### config.mk
export PLATFORM = sky130hd
export DESIGN_NAME = event_fifo_with_stats
export DESIGN_NICKNAME = d
export VERILOG_FILES = /design/src/sv/efs_pkg.sv /design/src/sv/efs_cell.sv /design/src/sv/event_fifo_with_stats.sv
export SDC_FILE = /design/constraint.sdc
export NUM_CORES = 2
export LEC_CHECK = 0
export ABC_CLOCK_PERIOD_IN_PS = 16300
export BUFFER_PORTS_ARGS = -buffer_cell sky130_fd_sc_hd__buf_2
export CAP_MARGIN = 20
export CORE_MARGIN = 1
export CORE_UTILIZATION = 45
export CTS_CLUSTER_DIAMETER = 80
export DETAILED_ROUTE_END_ITERATION = 8
export PLACE_DENSITY = 0.56
export SETUP_SLACK_MARGIN = 0.15
export SYNTH_ARGS = -nofsm -noshare
export SYNTH_HDL_FRONTEND = slang
export SYNTH_SLANG_ARGS = --single-unit
### constraint.sdc
create_clock -name aclk -period 16.3 [get_ports aclk]
set_input_delay 4.89 -clock aclk [delete_from_list [all_inputs] [get_ports aclk]]
set_output_delay 4.89 -clock aclk [all_outputs]
set_load 0.03 [all_outputs]
### src/sv/efs_pkg.sv
`timescale 1ns / 1ps

package efs_pkg;

    localparam int QUEUE_DEPTH = 32;

    localparam logic [1:0] CMD_POST     = 2'd0;
    localparam logic [1:0] CMD_DISPATCH = 2'd1;
    localparam logic [1:0] CMD_CLEAR    = 2'd2;
    localparam logic [1:0] CMD_STATUS   = 2'd3;

    localparam logic [1:0] KIND_POST   = 2'd0;
    localparam logic [1:0] KIND_EVENT  = 2'd1;
    localparam logic [1:0] KIND_EMPTY  = 2'd2;
    localparam logic [1:0] KIND_STATUS = 2'd3;

    localparam logic [5:0] MAX_RESULTS = 6'd32;

    typedef struct packed {
        logic [1:0]  cmd;
        logic [31:0] handler;
        logic [31:0] context_word;
        logic [31:0] event_value;
        logic [5:0]  max_events;
    } efs_in_t;

    typedef struct packed {
        logic [1:0]  kind;
        logic        accepted;
        logic [31:0] out_handler;
        logic [31:0] out_context;
        logic [31:0] out_value;
        logic        last;
        logic [5:0]  pending;
        logic [5:0]  peak;
        logic [31:0] dropped;
    } efs_out_t;

    typedef struct packed {
        logic [31:0] handler;
        logic [31:0] context_word;
        logic [31:0] event_value;
    } efs_entry_t;

    typedef struct packed {
        logic push;
        logic pop;
    } efs_cell_ctrl_t;

endpackage

### src/sv/efs_cell.sv
`timescale 1ns / 1ps

module efs_cell #(
    parameter int CELL_IDX = 0,
    parameter int CNT_W    = 6
) (
    input  logic                  aclk,
    input  efs_pkg::efs_cell_ctrl_t ctrl,
    input  logic [CNT_W-1:0]      count,
    input  efs_pkg::efs_entry_t   push_entry,
    input  efs_pkg::efs_entry_t   shift_in,
    output efs_pkg::efs_entry_t   entry_out
);
    import efs_pkg::*;

    efs_entry_t entry_reg;

    always_ff @(posedge aclk) begin
        if (ctrl.pop) begin
            entry_reg <= shift_in;
        end else if (ctrl.push && (count == CNT_W'(CELL_IDX))) begin
            entry_reg <= push_entry;
        end
    end

    assign entry_out = entry_reg;

endmodule

### src/sv/event_fifo_with_stats.sv
`timescale 1ns / 1ps
// Bounded event queue with drop and high-water statistics.
// Input channel s_valid/s_ready/s_data carries one command word: post,
// dispatch, clear statistics or status query. Result channel
// m_valid/m_ready/m_data carries result words through an output register.
// A post, clear or status command yields one word.
// A dispatch yields one word per popped entry, one per cycle while the
// receiver takes them, so it holds the input channel until its last entry
// is popped (1 to 32 entries); a dispatch that pops nothing yields one word.
// Entries live in a row of QUEUE_DEPTH cells; the head is cell 0 and a pop
// shifts every entry one place toward the head, all cells together.
// An accepted command's first result word is registered and valid in the next cycle.
// Reset empties the queue and clears the drop count and the high-water mark.
// When the receiver stalls, the current word holds in the output register
// and no new command is taken until that register can be reloaded.
module event_fifo_with_stats (
    input  logic              aclk,
    input  logic              aresetn,
    input  logic              s_valid,
    output logic              s_ready,
    input  efs_pkg::efs_in_t  s_data,
    output logic              m_valid,
    input  logic              m_ready,
    output efs_pkg::efs_out_t m_data
);
    import efs_pkg::*;

    localparam int CNT_W = $clog2(QUEUE_DEPTH + 1);
    localparam int CMP_W = (CNT_W > 6) ? CNT_W : 6;

    localparam logic ST_IDLE = 1'b0;
    localparam logic ST_DISP = 1'b1;

    logic             state_reg, state_next;
    logic [CNT_W-1:0] count_reg, count_next;
    logic [CNT_W-1:0] peak_reg, peak_next;
    logic [31:0]      drop_reg, drop_next;
    logic [5:0]       rem_reg, rem_next;
    logic             m_valid_reg, m_valid_next;
    efs_out_t         m_data_reg, m_data_next;

    efs_entry_t       entries [QUEUE_DEPTH];
    efs_entry_t       push_entry;
    efs_cell_ctrl_t   ctrl;
    logic             out_free;
    logic             in_fire;
    logic             load_out;
    logic [5:0]       lim;
    logic [5:0]       pop_n;

    assign out_free   = !m_valid_reg || m_ready;
    assign s_ready    = (state_reg == ST_IDLE) && out_free;
    assign in_fire    = s_valid && s_ready;
    assign push_entry = '{handler: s_data.handler, context_word: s_data.context_word,
                          event_value: s_data.event_value};

    always_comb begin
        lim = (s_data.max_events > MAX_RESULTS) ? MAX_RESULTS : s_data.max_events;
        if (CMP_W'(count_reg) < CMP_W'(lim)) begin
            pop_n = 6'(count_reg);
        end else begin
            pop_n = lim;
        end
    end

    genvar gi;
    generate
        for (gi = 0; gi < QUEUE_DEPTH; gi++) begin : g_cell
            efs_cell #(
                .CELL_IDX (gi),
                .CNT_W    (CNT_W)
            ) u_cell (
                .aclk       (aclk),
                .ctrl       (ctrl),
                .count      (count_reg),
                .push_entry (push_entry),
                .shift_in   (entries[(gi + 1 < QUEUE_DEPTH) ? gi + 1 : gi]),
                .entry_out  (entries[gi])
            );
        end
    endgenerate

    always_comb begin
        state_next  = state_reg;
        count_next  = count_reg;
        peak_next   = peak_reg;
        drop_next   = drop_reg;
        rem_next    = rem_reg;
        ctrl        = '{push: 1'b0, pop: 1'b0};
        load_out    = 1'b0;
        m_data_next = '0;
        case (state_reg)
            ST_IDLE: begin
                if (in_fire) begin
                    load_out = 1'b1;
                    m_data_next.last = 1'b1;
                    case (s_data.cmd)
                        CMD_POST: begin
                            m_data_next.kind = KIND_POST;
                            if (s_data.handler != 32'd0) begin
                                if (count_reg == CNT_W'(QUEUE_DEPTH)) begin
                                    drop_next = drop_reg + 32'd1;
                                end else begin
                                    ctrl.push = 1'b1;
                                    count_next = count_reg + CNT_W'(1);
                                    if (count_next > peak_reg) begin
                                        peak_next = count_next;
                                    end
                                    m_data_next.accepted = 1'b1;
                                end
                            end
                        end
                        CMD_DISPATCH: begin
                            if (pop_n == 6'd0) begin
                                m_data_next.kind = KIND_EMPTY;
                            end else begin
                                ctrl.pop = 1'b1;
                                count_next = count_reg - CNT_W'(1);
                                m_data_next.kind = KIND_EVENT;
                                m_data_next.out_handler = entries[0].handler;
                                m_data_next.out_context = entries[0].context_word;
                                m_data_next.out_value = entries[0].event_value;
                                m_data_next.last = (pop_n == 6'd1);
                                rem_next = pop_n - 6'd1;
                                if (pop_n != 6'd1) begin
                                    state_next = ST_DISP;
                                end
                            end
                        end
                        CMD_CLEAR: begin
                            m_data_next.kind = KIND_STATUS;
                            drop_next = 32'd0;
                            peak_next = count_reg;
                        end
                        default: begin
                            m_data_next.kind = KIND_STATUS;
                        end
                    endcase
                end
            end
            ST_DISP: begin
                if (out_free) begin
                    load_out = 1'b1;
                    ctrl.pop = 1'b1;
                    count_next = count_reg - CNT_W'(1);
                    rem_next = rem_reg - 6'd1;
                    m_data_next.kind = KIND_EVENT;
                    m_data_next.out_handler = entries[0].handler;
                    m_data_next.out_context = entries[0].context_word;
                    m_data_next.out_value = entries[0].event_value;
                    m_data_next.last = (rem_reg == 6'd1);
                    if (rem_reg == 6'd1) begin
                        state_next = ST_IDLE;
                    end
                end
            end
            default: begin
                state_next = ST_IDLE;
            end
        endcase
        m_data_next.pending = 6'(count_next);
        m_data_next.peak    = 6'(peak_next);
        m_data_next.dropped = drop_next;
        if (load_out) begin
            m_valid_next = 1'b1;
        end else if (m_ready) begin
            m_valid_next = 1'b0;
        end else begin
            m_valid_next = m_valid_reg;
        end
    end

    always_ff @(posedge aclk) begin
        if (!aresetn) begin
            state_reg   <= ST_IDLE;
            count_reg   <= '0;
            peak_reg    <= '0;
            drop_reg    <= '0;
            rem_reg     <= '0;
            m_valid_reg <= 1'b0;
        end else begin
            state_reg   <= state_next;
            count_reg   <= count_next;
            peak_reg    <= peak_next;
            drop_reg    <= drop_next;
            rem_reg     <= rem_next;
            m_valid_reg <= m_valid_next;
        end
    end

    always_ff @(posedge aclk) begin
        if (load_out) begin
            m_data_reg <= m_data_next;
        end
    end

    assign m_valid = m_valid_reg;
    assign m_data  = m_data_reg;

    a_count_bound: assert property (@(posedge aclk) disable iff (!aresetn)
        count_reg <= CNT_W'(QUEUE_DEPTH))
        else $error("Queue count exceeds depth.");

    a_no_pop_empty: assert property (@(posedge aclk) disable iff (!aresetn)
        ctrl.pop |-> count_reg != '0)
        else $error("Pop from an empty queue.");

    a_disp_rem: assert property (@(posedge aclk) disable iff (!aresetn)
        state_reg == ST_DISP |-> (rem_reg != 6'd0) && (CMP_W'(rem_reg) <= CMP_W'(count_reg)))
        else $error("Dispatch remainder out of range.");

    a_push_count: assert property (@(posedge aclk) disable iff (!aresetn)
        ctrl.push |=> count_reg == $past(count_reg) + CNT_W'(1))
        else $error("Push did not advance the count.");

    a_peak_bound: assert property (@(posedge aclk) disable iff (!aresetn)
        peak_reg >= count_reg)
        else $error("High-water mark below occupancy.");

endmodule

# Word-level counts from Yosys, hierarchy flattened
# Index checks and enable logic that the tools add are counted.
[word_totals]
reg_bits = 3268
wordCells = 354
output_inout_bits = 146
in_bits = 108
[op_classes]
bitwise_logic = 3
mux = 116
n_addsub = 5
n_eq_ne = 41
magnitude_cmp = 3
reduce_logical = 75
[ops]
columns = ["cell", "count"]
rows = [
  ["two-way mux 96 bit", 62],
  ["two-way mux 97 bit", 3],
  ["case mux 97 bit (2 select lines)", 1],
  ["two-way mux 32 bit", 4],
  ["two-way mux 100 bit", 1],
  ["== test 6 x 5 -> 1 bit, second input constant", 16],
  ["two-way mux 6 bit", 16],
  ["case mux 32 bit (2 select lines)", 1],
  ["nonzero test 2 bit", 32],
  ["== test 6 x 4 -> 1 bit, second input constant", 8],
  ["case mux 6 bit (2 select lines)", 4],
  ["logical AND 1 bit", 34],
  ["adder 32 x 1 -> 32 bit, second input constant", 1],
  ["nonzero test 32 bit", 1],
  ["== test 6 x 3 -> 1 bit, second input constant", 4],
  ["== test 6 x 1 -> 1 bit, second input constant", 3],
  ["subtractor 6 x 1 -> 6 bit, second input constant", 3],
  ["two-way mux 1 bit", 17],
  ["== test 6 x 2 -> 1 bit, second input constant", 2],
  ["logical NOT 6 bit", 2],
  ["case mux 2 bit (2 select lines)", 2],
  ["adder 6 x 1 -> 6 bit, second input constant", 1],
  ["== test 6 bit, second input constant", 1],
  ["greater-than comparator 6 bit", 1],
  ["other kinds (16)", 23],
]

# Logic depth before layout (Yosys ltp)
[depth]
ltp_word = 12
ltp_mapped = 18
mapped_depth_nobuf = 13

# By module
# From an unflattened synthesis, not the netlist that was laid out.
[hier_totals]
hier_cells = 7418
area_unflattened_um2 = 142972.1
[modules_own_cells]
columns = ["module", "cells_each", "n_inst", "area_per_inst_um2", "seq_area_each_um2"]
rows = [
  ["efs_cell at g_cell[11].u_cell ...", 206, 10, 4182.8, 2882.8],
  ["efs_cell at g_cell[12].u_cell ...", 206, 6, 4181.5, 2882.8],
  ["efs_cell at g_cell[0].u_cell ...", 206, 5, 4180.3, 2882.8],
  ["efs_cell at g_cell[10].u_cell ...", 206, 4, 4184.0, 2882.8],
  ["efs_cell at g_cell[23].u_cell ...", 207, 4, 4182.8, 2882.8],
  ["event_fifo_with_stats", 824, 1, 9151.3, 5365.1],
  ["efs_cell at g_cell[15].u_cell ...", 205, 2, 4179.0, 2882.8],
  ["efs_cell at g_cell[16].u_cell", 206, 1, 4177.8, 2882.8],
]

# Least setup slack after synthesis
# Ideal clock, no wire load.
[synth_timing]
path_kind = "in2reg"
from = "input s_data[103] in the netlist's numbering"
to = "register g_cell[17].u_cell.entry_reg, in the netlist g_cell[17].u_cell.entry_out[0] (enable)"
setup_time_ns = 0.683
path_stages = 6
t_required_ns = 15.617
t_arrival_ns = 13.066
setup_slack_ns = 2.551
n_path_buf = 1
cell_sequence = "clkbuf_1 > nor3_2 > nand2b_1 > nor4b_1 > nand2_1 > o21ai_0"
[synth_via]
elab_chain_len = 6
word_cells_on_any_way = 9
classes_between = "1 x eq/ne; 5 x mux; 3 x reduce/logical"
[synth_lines]
columns = ["item", "line_no", "text"]
rows = [
  ["start, declared", "event_fifo_with_stats.sv:21", "input efs_pkg::efs_in_t s_data,"],
  ["logical NOT 2 bit", "event_fifo_with_stats.sv:97", "case (s_data.cmd)"],
  ["two-way mux 1 bit", "event_fifo_with_stats.sv:97", ""],
  ["two-way mux 2 bit (*)", "event_fifo_with_stats.sv:94", "if (in_fire) begin"],
  ["two-way mux 1 bit", "event_fifo_with_stats.sv:92", "case (state_reg)"],
  ["logical AND 1 bit", "efs_cell.sv:21", "end else if (ctrl.push && (count == CNT_W'(CELL_IDX))) begin"],
  ["nonzero test 2 bit (no line) (*)", "n/a", ""],
  ["end signal, assigned", "efs_cell.sv:20", "entry_reg <= shift_in;"],
  ["end signal, assigned", "efs_cell.sv:22", "entry_reg <= push_entry;"],
  ["end, declared", "efs_cell.sv:16", "efs_entry_t entry_reg;"],
]
# Mark *: on every way between the ends. The rest lies on a longest branch, timed or not.
# A chain may end at the register's enable or synchronous reset.

# Worst setup path after layout
[layout_timing]
from = "input s_data[5] in the netlist's numbering"
to = "register g_cell[19].u_cell.entry_reg, in the netlist g_cell[19].u_cell.entry_out[58], data pin"
[layout_via]
elab_chain_len = 10
[layout_lines]
columns = ["item", "line_no", "text"]
rows = [
  ["greater-than comparator 6 bit", "event_fifo_with_stats.sv:58", "lim = (s_data.max_events > MAX_RESULTS) ? MAX_RESULTS : s_data.max_events;"],
  ["two-way mux 6 bit (*)", "event_fifo_with_stats.sv:58", ""],
  ["less-than comparator 6 bit", "event_fifo_with_stats.sv:59", "if (CMP_W'(count_reg) < CMP_W'(lim)) begin"],
  ["two-way mux 6 bit (*)", "event_fifo_with_stats.sv:59", ""],
  ["logical NOT 6 bit (*)", "event_fifo_with_stats.sv:114", "if (pop_n == 6'd0) begin"],
  ["two-way mux 1 bit (*)", "event_fifo_with_stats.sv:114", ""],
  ["two-way mux 1 bit (*)", "event_fifo_with_stats.sv:97", ""],
  ["two-way mux 2 bit (*)", "event_fifo_with_stats.sv:94", ""],
  ["case mux 1 bit (2 select lines) (*)", "event_fifo_with_stats.sv:92", ""],
  ["two-way mux 96 bit (*)", "efs_cell.sv:19", "if (ctrl.pop) begin"],
  ["end signal, assigned", "efs_cell.sv:20", ""],
  ["end signal, assigned", "efs_cell.sv:22", ""],
  ["end, declared", "efs_cell.sv:16", ""],
]
# Marked as above.

==> results by group <==
Status
  • Status: finished, final reports clean

Drt
  • Post-Route WL: 299 mm
  • Vias/cell: 5.12
  • DRT antenna net count: 0
  • Metal3 WL: 22.8 mm
  • Metal2 WL: between 100 and 150 mm
  • Met1 Routed Length: 137 mm
  • DRT Pass-1 Iters: 6
  • Wire per inst: 20.4 um
  • Initial DRC count: 7800
  • Top Metal Used: met5
  • Via count: 75185
  • DRC violations left: 0

CTS
  • CTS clk-pin slew, worst paths: around 0.060 ns
  • Num CTS Buffers: 350
  • Clock latency at the later pin of the worst-skew pair: around 0.90 ns
  • CTS Hold Bufs: 0
  • Post_cts resized: 0
  • Clock buffer depth: 4
  • Root Buffer: clkbuf_16
  • Post-CTS setup buffers: 0
  • CTS tree: built
  • Clock Sinks: 3268
  • Htree depth: 5

Floorplanning
  • Row count: 195
  • Top-Level Pins: 254
  • Core Footprint: between 0.2 and 0.3 sq mm
  • Die area: approximately 0.29 sq mm
  • Die Ht: 537 um
  • Die extent in x: 537 um
  • Initial core utilization: 45.4%

Timing
  • Tcrit/Tclk final: 65.1%
  • Slew margin rel.: approximately 19%
  • RSZ-0062 raised after global routing: no
  • Final hold slack: 0.457 ns
  • Worst-margin pin slew: 1.21 ns
  • Minimum clock period: 10.62 ns
  • Final setup viols: 0
  • Final Max Tran Viols: 0
  • Setup TNS: 0 ns
  • Final setup margin: approximately 5.7 ns
  • Final Hold Viols: 0
  • Achievable frequency: 0.0942 GHz
  • Clk_skew: around 0.061 ns

Worst hold path
  • Worst Hold Class: reg2reg

GRT
  • Gr usage total: between 20% and 30%
  • Total grt overflow: 0
  • First-pass GRT wire length: 450 mm
  • Initial antenna violation count: 32
  • Vias in the first global route: 71003
  • Pin count of the biggest net entering global routing: 239

Cells and area
  • Total area of sequential cells: between 0.09 and 0.1 sq mm
  • Max reg flops: roughly 3000
  • Post-route cell area: 0.143 sq mm
  • Area Growth Syn to Fin: 11.1%
  • Area occupied by multi-input gates: 0.0268 sq mm
  • Final Non-Filler Cells: 14678
  • Share of post-route cells with drive strength above 1: ~8.6%
  • # fillers: around 25000
  • Fin nets: 10791

Logic synthesis
  • Sequential element share of the synthesized area: 75.9%
  • Post-Syn Nets: 10728
  • Yosys warns: 0
  • Main synth FF type: edfxtp_1
  • Yosys reg bits: 3268
  • Syn Area/Cell: about 12 sq um
  • Yosys cell types: 72
  • FFs w/ async S/R, synth: 0%
  • Post-Syn Instances: 10599
  • EDFF count, synth: 3216
  • Mapped Area: around 0.13 sq mm

Power
  • Pleak: 53.4 nW
  • Peak VDD IR: ~150 uV
  • PD cells: 159 mW/mm^2

Setup path
  • Critical path fanouts, max: 38
  • CP max-delay cell: o31a_2
  • CP Data Arrival Time: 11.33 ns
  • Crit end category: flop
  • WP data required: 17.01 ns
  • Worst path most repeated cell: nand2_1
  • Crit start category: input pin
  • Worst path max stage delay: between 0.9 and 1 ns
  • Setup CP Type: in2reg
  • CP cell instances: buf_2 > inv_1 > nand2_1 > ha_1 > a211o_1 > o211ai_1 > nand2_1 > a31oi_1 > ha_1 > nand2_1 > nor3_4 > o31a_2 > buf_4 > buf_4 > nand2_1 > nand2_1

Place
  • Final GP Congestion: about 0.83
  • IO Port Bufs: 253
  • Pre-CTS WS: roughly 4.9 ns
  • Dpl cell area: 0.132 sq mm
  • Placed insts: between 10000 and 15000
  • Post-DP HPWL: 155 mm

Run
  • Max-cap check violation count: 0
final timing paths:
| path | start | slack (ns) | endpoint | depth (start not counted) |
|---|---|---|---|---|
| max | s_data[5] | 5.68 | g_cell[19].u_cell.entry_out[58] | 16 |
| min | g_cell[20].u_cell.entry_out[18] | 0.46 | g_cell[19].u_cell.entry_out[18] | 2 |
| max reg2reg | count_reg[3] | 9.26 | g_cell[19].u_cell.entry_out[58] | 13 |
| min reg2reg | g_cell[20].u_cell.entry_out[18] | 0.46 | g_cell[19].u_cell.entry_out[18] | 2 |
synthesized netlist by cell type (23+ instances only):
cell,number,area [sq um]
nand2_1,6073,22800
edfxtp_1,3216,96600
buf_2,357,1790
buf_4,128,961
buf_6,122,1370
and2_1,103,644
nor2_1,95,357
clkbuf_1,53,199
dfxtp_1,52,1040
o21ai_0,46,230
nand2_2,40,250
xnor2_1,31,272
nor3_1,26,130
inv_1,25,93.8
nor4_1,23,144
kinds of logic (layout without fill, tap and decap cells):
kind of cell | count (synthesis) | after routing | synth area share, %
AOI/OAI and AO/OA | 131 | 131 | 0.679
xor gates and xnor gates | 34 | 34 | 0.232
adders and majority gates | 21 | 21 | 0.204
buffers and inverters | 699 | 1024 | 3.56
DFF | 3268 | 3268 | 75.9
muxes | 14 | 14 | 0.112
other | 0 | 11 | 0
and+or+nand+nor | 6432 | 6432 | 19.3
critical path, delay by kind of cell:
kind / cells / cell delay [ns]
simple gates: 6 / 1.97
fa+ha+maj: 2 / 0.71
buf+inv: 4 / 1.69
compound gates: 4 / 1.85
per-stage QoR:
stage          utilization [%]  power (W)
2_1_floorplan                -     0.0143
3_3_place_gp              46.5     0.0152
3_5_place_dp              46.5     0.0153
4_1_cts                   50.3     0.0229
5_1_grt                   50.4     0.0237
6_report                  50.4     0.0227
cells in the final DEF, fill, tap and decap left out, types with 52 or more instances in the layout:
cell type  instances
clkinv_2          61
edfxtp_1        3216
clkinv_1          79
clkbuf_1          70
nand2_1         6071
nor2_1            94
buf_2            253
dfxtp_1           52
clkbuf_16        363
and2_1           102
buf_4             87
cell type report:
cell class / instances / area share (%)
clock buffer: 433 / 6.54
inverter: 26 / 0.0683
clock inverter: 181 / 1.02
sequential: 3268 / 68.3
tap: 3743 / 3.28
multi-input combinational: 6632 / 18.7
antenna: 11 / 0.0193
timing repair buffer: 384 / 2.04
where the power goes:
part | switching [W] | leakage (nW) | internal (W) | total [W]
Sequential | 0.000329 | 30.1 | 0.0111 | 0.0114
Clock | 0.00322 | 5.30 | 0.00439 | 0.00761
Combinational | 0.00284 | 18.1 | 0.000781 | 0.00362
Total | 0.00639 | 53.4 | 0.0163 | 0.0227
layer usage:
metal  global-route usage, %  vias up
met5                       0        -
met4                    4.27       28
met3                    4.04      405
met2                    31.6     2176
met1                    31.0    37253
li1                        -    35323
Power figures use the tool's default switching activity.
